===== config.mk =====
export PLATFORM = sky130hd
export DESIGN_NAME = ev_charge_pilot_sequencer_top
export DESIGN_NICKNAME = d
export VERILOG_FILES = /design/src/rtl/evcps_pkg.sv /design/src/rtl/evcps_eval.sv /design/src/rtl/ev_charge_pilot_sequencer_top.sv
export SDC_FILE = /design/constraint.sdc
export NUM_CORES = 2
export LEC_CHECK = 0
export BUFFER_PORTS_ARGS = -buffer_cell sky130_fd_sc_hd__clkbuf_2
export CORE_UTILIZATION = 53
export CTS_CLUSTER_SIZE = 12
export DETAILED_ROUTE_END_ITERATION = 6
export GPL_ROUTABILITY_DRIVEN = 0
export PLACE_DENSITY = 0.77
export SYNTH_ARGS = -nofsm -noshare
export SYNTH_HDL_FRONTEND = slang
export SYNTH_SLANG_ARGS = --single-unit
export TNS_END_PERCENT = 5

===== constraint.sdc =====
create_clock -name aclk -period 15.7 [get_ports aclk]
set_input_delay 4.71 -clock aclk [delete_from_list [all_inputs] [get_ports aclk]]
set_output_delay 4.71 -clock aclk [all_outputs]
set_load 0.01 [all_outputs]

===== src/rtl/evcps_pkg.sv =====
// Shared types, constants and fixed tables of the charging pilot sequencer.
package evcps_pkg;

    localparam int NUM_STATES      = 8;
    localparam int STATE_W         = $clog2(NUM_STATES);
    localparam int NUM_TRANSITIONS = 23;
    localparam int COND_LEN        = 14;

    localparam int ADC_W   = 12;
    localparam int S_TDATA_W = 16;
    localparam int M_TDATA_W = 24;
    localparam int CFG_IDX_W = 2;
    localparam int CFG_DATA_W = 32;

    // Input operation codes, carried on s_tuser.
    localparam logic [1:0] OP_TICK  = 2'd0;
    localparam logic [1:0] OP_EVAL  = 2'd1;
    localparam logic [1:0] OP_OPEN  = 2'd2;
    localparam logic [1:0] OP_CLOSE = 2'd3;

    // Configuration register indexes.
    localparam logic [CFG_IDX_W-1:0] CFG_TIMEOUT_MAIN  = 2'd0;
    localparam logic [CFG_IDX_W-1:0] CFG_TIMEOUT_FAULT = 2'd1;
    localparam logic [CFG_IDX_W-1:0] CFG_SESSION_LIMIT = 2'd2;
    localparam logic [CFG_IDX_W-1:0] CFG_REENTRY_LIMIT = 2'd3;

    // Action codes that drive the pilot PWM and the contactor.
    localparam logic [7:0] ACT_PWM_ONLY  = 8'hB1;
    localparam logic [7:0] ACT_PWM_RELAY = 8'hB2;
    localparam logic [7:0] ACT_ALL_OFF   = 8'hB3;
    localparam logic [7:0] ACT_RELAY_ONLY = 8'hB4;

    // Condition codes added on top of the level lookup.
    localparam logic [7:0] COND_SESSION_BASE = 8'hF0;
    localparam logic [7:0] COND_REENTRY      = 8'hF6;

    // Summary codes.
    localparam logic [2:0] SUM_OFF      = 3'd1;
    localparam logic [2:0] SUM_READY    = 3'd2;
    localparam logic [2:0] SUM_CHARGING = 3'd3;
    localparam logic [2:0] SUM_FAULT    = 3'd4;

    localparam logic [STATE_W-1:0] ST_FAULT    = STATE_W'(7);
    localparam logic [STATE_W-1:0] ST_CHARGING = STATE_W'(6);

    // Proximity classification thresholds.
    localparam logic [ADC_W-1:0] CC_HIGH = 12'd2900;
    localparam logic [ADC_W-1:0] CC_LOW  = 12'd600;

    localparam logic [15:0] TIMEOUT_MAIN_RST  = 16'd1000;
    localparam logic [15:0] TIMEOUT_FAULT_RST = 16'd10;
    localparam logic [31:0] SESSION_LIMIT_RST = 32'd600000;
    localparam logic [15:0] REENTRY_LIMIT_RST = 16'd10;

    typedef struct packed {
        logic [STATE_W-1:0] src;
        logic [7:0]         cond;
        logic [STATE_W-1:0] dst;
        logic [7:0]         act;
    } trans_t;

    typedef struct packed {
        logic       pwm;
        logic       relay;
        logic       cc;
        logic [2:0] cp;
        logic [7:0] code;
    } cond_t;

    typedef struct packed {
        logic [15:0] timeout_main;
        logic [15:0] timeout_fault;
        logic [31:0] session_limit;
        logic [15:0] reentry_limit;
    } cfg_t;

    typedef struct packed {
        logic               fired;
        logic [STATE_W-1:0] dst;
        logic [7:0]         act;
    } eval_res_t;

    localparam trans_t TRANS_TAB [NUM_TRANSITIONS] = '{
        '{3'd0, 8'h00, 3'd1, 8'h00}, '{3'd1, 8'hE1, 3'd2, 8'hB3},
        '{3'd1, 8'hE2, 3'd2, 8'hB3}, '{3'd1, 8'hE3, 3'd2, 8'hB3},
        '{3'd2, 8'hE2, 3'd3, 8'hB3}, '{3'd3, 8'hE3, 3'd2, 8'hB3},
        '{3'd2, 8'hE4, 3'd1, 8'hB3}, '{3'd2, 8'h02, 3'd5, 8'hB1},
        '{3'd3, 8'h03, 3'd6, 8'hB1}, '{3'd6, 8'hE5, 3'd3, 8'hB3},
        '{3'd6, 8'h06, 3'd6, 8'hB2}, '{3'd6, 8'hE6, 3'd5, 8'hB1},
        '{3'd6, 8'hEA, 3'd7, 8'hB3}, '{3'd5, 8'hE7, 3'd4, 8'hB1},
        '{3'd4, 8'hE8, 3'd1, 8'hB3}, '{3'd4, 8'hE9, 3'd5, 8'hB1},
        '{3'd5, 8'h05, 3'd2, 8'hB3}, '{3'd1, 8'hF1, 3'd7, 8'h00},
        '{3'd2, 8'hF2, 3'd7, 8'h00}, '{3'd3, 8'hF3, 3'd7, 8'h00},
        '{3'd4, 8'hF4, 3'd7, 8'h00}, '{3'd5, 8'hF5, 3'd7, 8'h00},
        '{3'd2, 8'hF6, 3'd7, 8'h00}
    };

    localparam cond_t COND_TAB [COND_LEN] = '{
        '{1'b0, 1'b0, 1'b1, 3'd1, 8'hE1}, '{1'b0, 1'b0, 1'b1, 3'd3, 8'hE2},
        '{1'b0, 1'b0, 1'b1, 3'd0, 8'h00}, '{1'b0, 1'b0, 1'b1, 3'd2, 8'hE3},
        '{1'b0, 1'b0, 1'b0, 3'd1, 8'hE4}, '{1'b0, 1'b0, 1'b0, 3'd2, 8'hE4},
        '{1'b0, 1'b0, 1'b0, 3'd3, 8'hE4}, '{1'b1, 1'b1, 1'b1, 3'd5, 8'hE6},
        '{1'b1, 1'b0, 1'b0, 3'd4, 8'hE7}, '{1'b1, 1'b0, 1'b0, 3'd5, 8'hE7},
        '{1'b1, 1'b0, 1'b0, 3'd6, 8'hE7}, '{1'b1, 1'b0, 1'b0, 3'd0, 8'h00},
        '{1'b1, 1'b0, 1'b1, 3'd5, 8'hE9}, '{1'b1, 1'b1, 1'b0, 3'd4, 8'hEA}
    };

endpackage


===== src/rtl/evcps_eval.sv =====
// Evaluate logic: sample classification, condition gathering and transition lookup.
module evcps_eval (
    input  logic [evcps_pkg::STATE_W-1:0] cur_state,
    input  logic                          drive_pwm,
    input  logic                          drive_relay,
    input  logic [evcps_pkg::ADC_W-1:0]   adc_sample,
    input  logic [31:0]                   dwell_cur,
    input  logic [31:0]                   last_seen_cur,
    input  logic [31:0]                   first_entry_one,
    input  logic [15:0]                   entry_count_two,
    input  evcps_pkg::cfg_t               cfg,
    output evcps_pkg::eval_res_t          res
);

    logic        cc;
    logic [2:0]  cp;
    logic        cond_hit;
    logic [7:0]  cond_code;
    logic [15:0] limit;
    logic        timeout_hit;
    logic        session_hit;
    logic        reentry_hit;
    logic [31:0] session_span;
    logic [7:0]  session_code;
    logic [7:0]  state_code;

    always_comb begin
        logic [evcps_pkg::ADC_W-1:0] x;
        x = adc_sample;
        cc = (x < evcps_pkg::CC_HIGH) && (x > evcps_pkg::CC_LOW);
        cp = 3'd0;
        if (!drive_pwm) begin
            if (x > 12'd3000 && x < 12'd3430) begin
                cp = 3'd1;
            end else if (x > 12'd2500 && x < 12'd2900) begin
                cp = 3'd2;
            end else if (x > 12'd1500 && x < 12'd2000) begin
                cp = 3'd3;
            end
        end else begin
            if (x > 12'd2700 && x < 12'd3000) begin
                cp = 3'd4;
            end else if (x > 12'd2350 && x < 12'd2500) begin
                cp = 3'd5;
            end else if (x > 12'd1400 && x < 12'd1700) begin
                cp = 3'd6;
            end
        end
    end

    // Only the first matching level entry contributes a condition.
    always_comb begin
        cond_hit  = 1'b0;
        cond_code = 8'h00;
        for (int i = evcps_pkg::COND_LEN - 1; i >= 0; i--) begin
            if (drive_pwm == evcps_pkg::COND_TAB[i].pwm &&
                drive_relay == evcps_pkg::COND_TAB[i].relay &&
                cc == evcps_pkg::COND_TAB[i].cc &&
                cp == evcps_pkg::COND_TAB[i].cp) begin
                cond_hit  = 1'b1;
                cond_code = evcps_pkg::COND_TAB[i].code;
            end
        end
    end

    assign limit        = (cur_state == evcps_pkg::ST_FAULT) ? cfg.timeout_fault
                                                             : cfg.timeout_main;
    assign timeout_hit  = dwell_cur >= {16'd0, limit};
    assign session_span = last_seen_cur - first_entry_one;
    assign session_hit  = (cur_state >= evcps_pkg::STATE_W'(1)) &&
                          (cur_state <= evcps_pkg::STATE_W'(5)) &&
                          (session_span > cfg.session_limit);
    assign reentry_hit  = (cur_state == evcps_pkg::STATE_W'(2)) &&
                          (entry_count_two > cfg.reentry_limit);
    assign state_code   = 8'(cur_state);
    assign session_code = evcps_pkg::COND_SESSION_BASE | state_code;

    // First table entry from the active state whose condition is raised wins.
    always_comb begin
        logic [7:0] c;
        logic       raised;
        res = '0;
        for (int i = evcps_pkg::NUM_TRANSITIONS - 1; i >= 0; i--) begin
            c = evcps_pkg::TRANS_TAB[i].cond;
            raised = (cond_hit && c == cond_code) ||
                     (timeout_hit && c == state_code) ||
                     (session_hit && c == session_code) ||
                     (reentry_hit && c == evcps_pkg::COND_REENTRY);
            if (evcps_pkg::TRANS_TAB[i].src == cur_state && raised) begin
                res.fired = 1'b1;
                res.dst   = evcps_pkg::TRANS_TAB[i].dst;
                res.act   = evcps_pkg::TRANS_TAB[i].act;
            end
        end
    end

endmodule


===== src/rtl/ev_charge_pilot_sequencer_top.sv =====
// Top level of the AC charging control pilot sequencer.
//
// Input channel (s_*): one transfer per item. s_tuser carries the operation
// (tick, evaluate, open, close) and s_tdata the 12-bit pilot ADC sample.
// Result channel (m_*): exactly one result transfer per input item, in order.
// Configuration channel (cfg_*): cfg_index selects one of four registers
// (main timeout, fault timeout, session limit, re-entry limit) and cfg_data
// carries the value; it is always ready and should be written while idle.
//
// An item is captured in the input register, processed by the evaluate and
// bookkeeping logic, and its result is registered in the result register.
// Throughput is one item per cycle while the receiver does not stall, set by
// the single pass between the input register and the result register.
// After reset the sequencer is closed in state 0 with all drives low and the
// registers at their defaults. When the receiver stalls, the result register
// holds; the input register then fills and s_tready drops until m_tready.
module ev_charge_pilot_sequencer_top (
    input  logic                                aclk,
    input  logic                                aresetn,
    input  logic                                s_tvalid,
    output logic                                s_tready,
    input  logic [evcps_pkg::S_TDATA_W-1:0]     s_tdata,   // [11:0] adc_sample
    input  logic [1:0]                          s_tuser,   // [1:0] opcode
    output logic                                m_tvalid,
    input  logic                                m_tready,
    // [2:0] active_state, [5:3] summary_state, [6] pwm_enable,
    // [7] relay_close, [8] fired, [16:9] action_code
    output logic [evcps_pkg::M_TDATA_W-1:0]     m_tdata,
    input  logic                                cfg_valid,
    output logic                                cfg_ready,
    input  logic [evcps_pkg::CFG_IDX_W-1:0]     cfg_index,
    input  logic [evcps_pkg::CFG_DATA_W-1:0]    cfg_data
);

    localparam int SW = evcps_pkg::STATE_W;
    localparam int NS = evcps_pkg::NUM_STATES;

    // Input register.
    logic                          in_valid_reg;
    logic [1:0]                    in_op_reg;
    logic [evcps_pkg::ADC_W-1:0]   in_adc_reg;

    // Result register.
    logic                          out_valid_reg;
    logic [evcps_pkg::M_TDATA_W-1:0] out_data_reg, out_data_next;

    // Sequencer state.
    evcps_pkg::cfg_t cfg_reg;
    logic          enabled_reg, enabled_next;
    logic [SW-1:0] state_reg, state_next;
    logic          changed_reg, changed_next;
    logic [31:0]   time_base_reg, time_base_next;
    logic          pwm_reg, pwm_next;
    logic          relay_reg, relay_next;
    logic [31:0]   dwell_reg [NS];
    logic [31:0]   dwell_next [NS];
    logic [15:0]   entry_reg [NS];
    logic [15:0]   entry_next [NS];
    logic [31:0]   first_reg [NS];
    logic [31:0]   first_next [NS];
    logic [31:0]   last_reg [NS];
    logic [31:0]   last_next [NS];

    logic advance;
    logic process;
    logic fired;
    logic [7:0] act;
    logic [2:0] summary;
    evcps_pkg::eval_res_t eval_res;

    assign advance   = !out_valid_reg || m_tready;
    assign process   = in_valid_reg && advance;
    assign s_tready  = !in_valid_reg || advance;
    assign m_tvalid  = out_valid_reg;
    assign m_tdata   = out_data_reg;
    assign cfg_ready = 1'b1;

    evcps_eval u_eval (
        .cur_state      (state_reg),
        .drive_pwm      (pwm_reg),
        .drive_relay    (relay_reg),
        .adc_sample     (in_adc_reg),
        .dwell_cur      (dwell_reg[state_reg]),
        .last_seen_cur  (last_reg[state_reg]),
        .first_entry_one(first_reg[1]),
        .entry_count_two(entry_reg[2]),
        .cfg            (cfg_reg),
        .res            (eval_res)
    );

    always_comb begin
        enabled_next   = enabled_reg;
        state_next     = state_reg;
        changed_next   = changed_reg;
        time_base_next = time_base_reg;
        pwm_next       = pwm_reg;
        relay_next     = relay_reg;
        dwell_next     = dwell_reg;
        entry_next     = entry_reg;
        first_next     = first_reg;
        last_next      = last_reg;
        fired          = 1'b0;
        act            = 8'h00;

        case (in_op_reg)
            evcps_pkg::OP_TICK: begin
                if (enabled_reg) begin
                    time_base_next = time_base_reg + 32'd1;
                    if (changed_reg) begin
                        // Entering a new state: restart its dwell time.
                        dwell_next[state_reg] = 32'd1;
                        if (entry_reg[state_reg] != 16'hFFFF) begin
                            entry_next[state_reg] = entry_reg[state_reg] + 16'd1;
                        end
                        if (first_reg[state_reg] == 32'd0) begin
                            first_next[state_reg] = time_base_next;
                        end
                        changed_next = 1'b0;
                    end else begin
                        dwell_next[state_reg] = dwell_reg[state_reg] + 32'd1;
                    end
                    last_next[state_reg] = time_base_next;
                end
            end
            evcps_pkg::OP_EVAL: begin
                if (enabled_reg && eval_res.fired) begin
                    fired        = 1'b1;
                    act          = eval_res.act;
                    state_next   = eval_res.dst;
                    changed_next = 1'b1;
                    case (eval_res.act)
                        evcps_pkg::ACT_PWM_ONLY: begin
                            pwm_next = 1'b1; relay_next = 1'b0;
                        end
                        evcps_pkg::ACT_PWM_RELAY: begin
                            pwm_next = 1'b1; relay_next = 1'b1;
                        end
                        evcps_pkg::ACT_ALL_OFF: begin
                            pwm_next = 1'b0; relay_next = 1'b0;
                        end
                        evcps_pkg::ACT_RELAY_ONLY: begin
                            pwm_next = 1'b0; relay_next = 1'b1;
                        end
                        default: begin
                        end
                    endcase
                end
            end
            default: begin
                // Open and close both clear the session; the changed flag stays.
                enabled_next   = (in_op_reg == evcps_pkg::OP_OPEN);
                state_next     = '0;
                time_base_next = 32'd0;
                pwm_next       = 1'b0;
                relay_next     = 1'b0;
                for (int i = 0; i < NS; i++) begin
                    dwell_next[i] = 32'd0;
                    entry_next[i] = 16'd0;
                    first_next[i] = 32'd0;
                    last_next[i]  = 32'd0;
                end
            end
        endcase

        if (!enabled_next) begin
            summary = evcps_pkg::SUM_OFF;
        end else if (state_next == evcps_pkg::ST_FAULT) begin
            summary = evcps_pkg::SUM_FAULT;
        end else if (state_next == evcps_pkg::ST_CHARGING) begin
            summary = evcps_pkg::SUM_CHARGING;
        end else begin
            summary = evcps_pkg::SUM_READY;
        end

        out_data_next = {7'd0, act, fired, relay_next, pwm_next, summary, 3'(state_next)};
    end

    always_ff @(posedge aclk) begin
        if (!aresetn) begin
            in_valid_reg  <= 1'b0;
            out_valid_reg <= 1'b0;
            cfg_reg.timeout_main  <= evcps_pkg::TIMEOUT_MAIN_RST;
            cfg_reg.timeout_fault <= evcps_pkg::TIMEOUT_FAULT_RST;
            cfg_reg.session_limit <= evcps_pkg::SESSION_LIMIT_RST;
            cfg_reg.reentry_limit <= evcps_pkg::REENTRY_LIMIT_RST;
            enabled_reg   <= 1'b0;
            state_reg     <= '0;
            changed_reg   <= 1'b0;
            time_base_reg <= 32'd0;
            pwm_reg       <= 1'b0;
            relay_reg     <= 1'b0;
            for (int i = 0; i < NS; i++) begin
                dwell_reg[i] <= 32'd0;
                entry_reg[i] <= 16'd0;
                first_reg[i] <= 32'd0;
                last_reg[i]  <= 32'd0;
            end
        end else begin
            if (s_tvalid && s_tready) begin
                in_valid_reg <= 1'b1;
            end else if (process) begin
                in_valid_reg <= 1'b0;
            end
            if (advance) begin
                out_valid_reg <= in_valid_reg;
            end
            if (cfg_valid) begin
                case (cfg_index)
                    evcps_pkg::CFG_TIMEOUT_MAIN:  cfg_reg.timeout_main  <= cfg_data[15:0];
                    evcps_pkg::CFG_TIMEOUT_FAULT: cfg_reg.timeout_fault <= cfg_data[15:0];
                    evcps_pkg::CFG_SESSION_LIMIT: cfg_reg.session_limit <= cfg_data;
                    evcps_pkg::CFG_REENTRY_LIMIT: cfg_reg.reentry_limit <= cfg_data[15:0];
                    default: begin
                    end
                endcase
            end
            if (process) begin
                enabled_reg   <= enabled_next;
                state_reg     <= state_next;
                changed_reg   <= changed_next;
                time_base_reg <= time_base_next;
                pwm_reg       <= pwm_next;
                relay_reg     <= relay_next;
                dwell_reg     <= dwell_next;
                entry_reg     <= entry_next;
                first_reg     <= first_next;
                last_reg      <= last_next;
            end
        end
    end

    always_ff @(posedge aclk) begin
        if (s_tvalid && s_tready) begin
            in_op_reg  <= s_tuser;
            in_adc_reg <= s_tdata[evcps_pkg::ADC_W-1:0];
        end
        if (process) begin
            out_data_reg <= out_data_next;
        end
    end

    // A closed sequencer sits in state 0 with both drives released.
    assert property (@(posedge aclk) disable iff (!aresetn)
        !enabled_reg |-> (state_reg == '0 && !pwm_reg && !relay_reg))
        else $error("closed sequencer holds a live state or drive");

    // A fired transition leaves an entry pending for the next tick.
    assert property (@(posedge aclk) disable iff (!aresetn)
        (process && in_op_reg == evcps_pkg::OP_EVAL && enabled_reg && eval_res.fired)
        |=> changed_reg)
        else $error("fired transition did not mark a state change");

    // An empty result register must never block the input side.
    assert property (@(posedge aclk) disable iff (!aresetn)
        !out_valid_reg |-> s_tready)
        else $error("input stalled with an empty result register");

endmodule

# Word-level counts from Yosys, hierarchy flattened
# Index checks and enable logic that the tools add are counted.
dict set report classes {
  order_cmp 20
  add_sub_neg 4
  bitwise 9
  n_mux 111
  n_reduce_logical 135
  eq_ne 51
}
# operator n
set ops {}
lappend ops {{two-way mux 256 bit} 6}
lappend ops {{one-hot mux 256 bit (2 select lines)} 3}
lappend ops {{bitwise mux 256 bit} 3}
lappend ops {{two-way mux 128 bit} 3}
lappend ops {{binary-select mux 32 bit (select 3 bit)} 3}
lappend ops {{two-way mux 12 bit} 23}
lappend ops {{two-way mux 32 bit} 8}
lappend ops {{one-hot mux 128 bit (2 select lines)} 1}
lappend ops {{bitwise AND 248 bit} 1}
lappend ops {{inverter 248 bit} 1}
lappend ops {{bitwise mux 128 bit} 1}
lappend ops {{== test 8 bit, first input constant} 16}
lappend ops {{two-way mux 8 bit} 14}
lappend ops {{demux 32 bit (select 3 bit)} 1}
lappend ops {{logical AND 1 bit} 93}
lappend ops {{adder 32 x 1 -> 32 bit, second input constant} 2}
lappend ops {{two-way mux 16 bit} 4}
lappend ops {{one-hot mux 32 bit (2 select lines)} 1}
lappend ops {{binary-select mux 16 bit (select 3 bit)} 1}
lappend ops {{demux 16 bit (select 3 bit)} 1}
lappend ops {{greater-than comparator 12 bit, second input constant} 4}
lappend ops {{less-than comparator 12 bit, second input constant} 4}
lappend ops {{== test 8 bit, second input constant} 4}
lappend ops {{>= comparator 32 x 16 -> 1 bit} 1}
lappend ops {{other kinds (43)} 131}
dict set report word_totals {
  output_inout_bits 27
  register_bits 1048
  inputBits 57
  word_cells 381
}

# Logic depth before layout (Yosys ltp)
dict set report depth {
  depth_word 56
  mapped_depth 37
  ltp_nobuf 31
}

# Hierarchy
# A second synthesis with hierarchy kept.
dict set report hier_totals {
  cells_unflattened 4790
  hier_area_um2 46549.6
}
# mod cells_per_inst area_each_um2 seq_area_each_um2 n_inst
set modules_own_cells {}
lappend modules_own_cells {ev_charge_pilot_sequencer_top 4186 42228.0 21290.4 1}
lappend modules_own_cells {evcps_eval 604 4321.6 0.0 1}

# Worst setup path before layout
# Ideal clock, no wire load.
dict set report synth_path {
  path_type {input port to output port}
  start {input port m_tready}
  end {output port s_tready}
  arrival_ps 5007
  path_slack_ps 5983
  stages 2
  path_buffers 0
  required_time_ps 10990
  path_cell_list {nor2b_1 > nand2_1}
}
dict set report synth_between {
  elab_chain_cells 2
}
# item line
set synth_lines {}
lappend synth_lines {{start, declared} ev_charge_pilot_sequencer_top.sv:25} ;# input logic m_tready,
lappend synth_lines {{logical OR 1 bit} ev_charge_pilot_sequencer_top.sv:71} ;# assign advance = !out_valid_reg || m_tready;
lappend synth_lines {{logical OR 1 bit} ev_charge_pilot_sequencer_top.sv:73} ;# assign s_tready = !in_valid_reg || advance;
lappend synth_lines {{end, declared} ev_charge_pilot_sequencer_top.sv:21} ;# output logic s_tready,
# Every way passes these cells.

# Worst setup path after layout
# Ends and elaborated chain as after synthesis.

==> results.py <==
metrics = {
    "run_status": {
        "status": "completed",
    },
    "finish": {
        "final_nets": 5255,
        "design_area_um2": 50600,
        "n_fill_cell": 7534,
        "utilization_pct": 58.3,
        "final-seq-area_um2": 21200,
        "synthToLayoutAreaGrowth_pct": 9.19,
        "layout_common_cells": "nor2_1 (1070), dfxtp_1 (1014), a22oi_1 (937), nand2_1 (272), a21oi_1 (201)",
        "drive_above_1_share_pct": 9.37,
        "final_common_cell": "nor2_1",
        "multi_input_area_um2": 23300,
        "antenna_cells": 0,
    },
    "sta": {
        "min_period_ns": 9.95,
        "maxSlewViolCount": 0,
        "tightest_slew_ns": 1.31,
        "setup_viol": 0,
        "rsz0062_at_grt": "false",
        "setup_ws_ns": 5.75,
        "fin_worst_skew_ns": 0.0252,
        "fmax_ghz": 0.101,
        "slew_headroom_pct": 11.9,
        "timing.final.crit_share_pct": 63.3,
        "hold_viol": 0,
        "tns_ns": 0,
    },
    "clock_tree": {
        "numCtsBuffers": 105,
        "post_cts_resized": 0,
        "clk_latency_ns": 0.69,
        "cts_sinks": 1043,
        "postCtsHoldBufs": 0,
        "tritoncts": "yes",
        "clk_transition_reported_paths_ns": 0.06,
        "cts_setup_buffers": 0,
        "clockBufferDepth": 3,
        "htree_levels": 3,
        "clock-root-buffer": "clkbuf_16",
    },
    "synthesis": {
        "ys.flop_type": "dfxtp_1",
        "syn-instance-count": 5257,
        "syn_area_um2": 46400,
        "async_flop_share_pct": 0,
        "synth_warnings": 0,
        "yosysSeqAreaShare_pct": 45.6,
        "ys_top_cells_by_area": "dfxtp_1 (44%), a22oi_1 (15%), nor2_1 (8.7%)",
        "ys_types": 92,
        "synth_top_area_share_pct": 43.9,
        "synth_edf_count": 26,
        "yosys.area.top_type": "dfxtp_1",
        "syn_avg_cell_area_um2": 8.82,
        "synth-seq-cells": 1043,
    },
    "pwr": {
        "power.switching_mw": 1.20,
        "power_mw": 5.29,
        "pwr-share-clk_pct": 45.8,
        "irDropWorstVdd_mv": 0.0898,
        "power_density_nw_per_um2": 105,
        "intPower_mw": 4.09,
        "pwr-share-comb_pct": 3.5,
        "seqPwrFrac_pct": 50.7,
        "p_sw_share_pct": 22.6,
        "p_leak_nw": 17.8,
    },
    "global_route": {
        "gr-total-overflow": 0,
        "grt_use_total_pct": 31.3,
        "grt_max_degree": 249,
        "grt_pass1_vias": 39300,
        "antenna_found_initial": 0,
        "grt_first_pass_wirelength_um": 223000,
    },
    "detailed_routing": {
        "routed_via_density": 6.60,
        "wl_per_cell_um": 22.8,
        "drt_wl_total_um": 144000,
        "ant_nets": 0,
        "drc": 0,
        "firstDrtPassIters": 6,
        "vias": 41700,
        "drt_iter0_drc": 5542,
    },
    "run": {
        "drv_cap": 0,
    },
    "floorplanning": {
        "rows": 108,
        "die_height_um": 298,
        "die_x_um": 298,
        "boundaryPins": 84,
        "core_um2": 86800,
        "initial_core_util_pct": 53.4,
        "die_area_um2": 88700,
    },
    "worst_setup_path": {
        "startpoint_type": "primary input",
        "crit_required_ns": 10.99,
        "worstSetupPathType": "primary input to output pin",
        "cp-end-kind": "output pin",
        "worstPathMaxFanout": 4,
        "arrival_ns": 5.24,
    },
    "place": {
        "post_dp_cell_area_um2": 47400,
        "dp_hpwl_um": 88100,
        "portBuffers": 68,
        "post-place-ws_ns": 5.77,
    },
    "worst_hold_path": {
        "hp-class": "flop to flop",
    },
}
==> cell families after synthesis <==
logic type	count (synthesis)	share of synthesized area (%)
flip-flops	1043	45.6
buffers and inverters	551	4.92
multiplexers	124	3.60
adder cells (fa/ha/maj)	100	2.72
XOR/XNOR	98	1.90
AO/OA/AOI/OAI	1561	24.6
AND/OR/NAND/NOR	1778	16.6
other	2	0.0162
==> power by group through the flow <==
| stage | combinational (mW) | sequential, mW | clock [mW] |
|---|---|---|---|
| finish | 0.186 | 2.68 | 2.42 |
| global route | 0.198 | 2.68 | 2.54 |
| CTS | 0.181 | 2.68 | 2.44 |
| detailed placement | 0.180 | 2.74 | 0 |
| global placement | 0.179 | 2.74 | 0 |
| floorplan | 0.123 | 2.74 | 0 |
==> synthesized netlist by cell type (20+ instances only) <==
cell type	n
a211oi_1	20
a21o_1	22
a21oi_1	201
a221oi_1	38
a22oi_1	937
a32oi_1	28
buf_1	21
buf_2	35
buf_4	25
clkbuf_1	346
dfxtp_1	1017
edfxtp_1	26
ha_1	99
inv_1	111
mux2_2	51
mux2i_1	44
mux4_2	29
nand2_1	274
nand2b_1	23
nand3_1	68
nand4_1	43
nor2_1	1077
nor3_1	81
nor4_1	76
o211ai_1	22
o21ai_0	49
o221ai_1	35
xnor2_1	57
xor2_1	38
==> worst max-delay path, stage by stage <==
cell and delay (ns):
clkbuf_2 0.08, nor2b_1 0.20, nand2_1 0.11, clkbuf_2 0.14
==> routing by layer <==
metal  global-route usage, %  share of wire [%]
met4                    16.8                5.5
met2                    49.5                 45
met5                       0                  0
met3                    5.03                9.9
met1                    40.9                 39
==> path summary, 6_finish.rpt <==
path                             start                       end  slack [ns]  cells past startpoint
min           cfg_reg[42]$_SDFFE_PN0P_  cfg_reg[42]$_SDFFE_PN0P_        0.46                      2
max                           m_tready                  s_tready        5.75                      4
max reg2reg  state_reg[1]$_SDFFE_PN0P_  m_tdata[3]$_SDFFCE_PP1P_        5.97                     31
min reg2reg   cfg_reg[42]$_SDFFE_PN0P_  cfg_reg[42]$_SDFFE_PN0P_        0.46                      2
==> final cells by class <==
type / count / area share [%]
Tap cell: 1155 / 2.85
Clock inverter: 14 / 0.314
Clock buffer: 159 / 6.08
Multi-Input combinational cell: 3672 / 46.0
Timing Repair Buffer: 162 / 2.12
Inverter: 114 / 0.860
Sequential cell: 1043 / 41.8
==> metrics by stage <==
stage / hold WS [ns] / std cells
2_1_floorplan: 0.432 / 5266
3_3_place_gp: 0.442 / 6146
3_5_place_dp: 0.449 / 6146
4_1_cts: 0.457 / 6319
5_1_grt: 0.473 / 6319
6_report: 0.456 / 6319
Power figures use the tool's default switching activity.
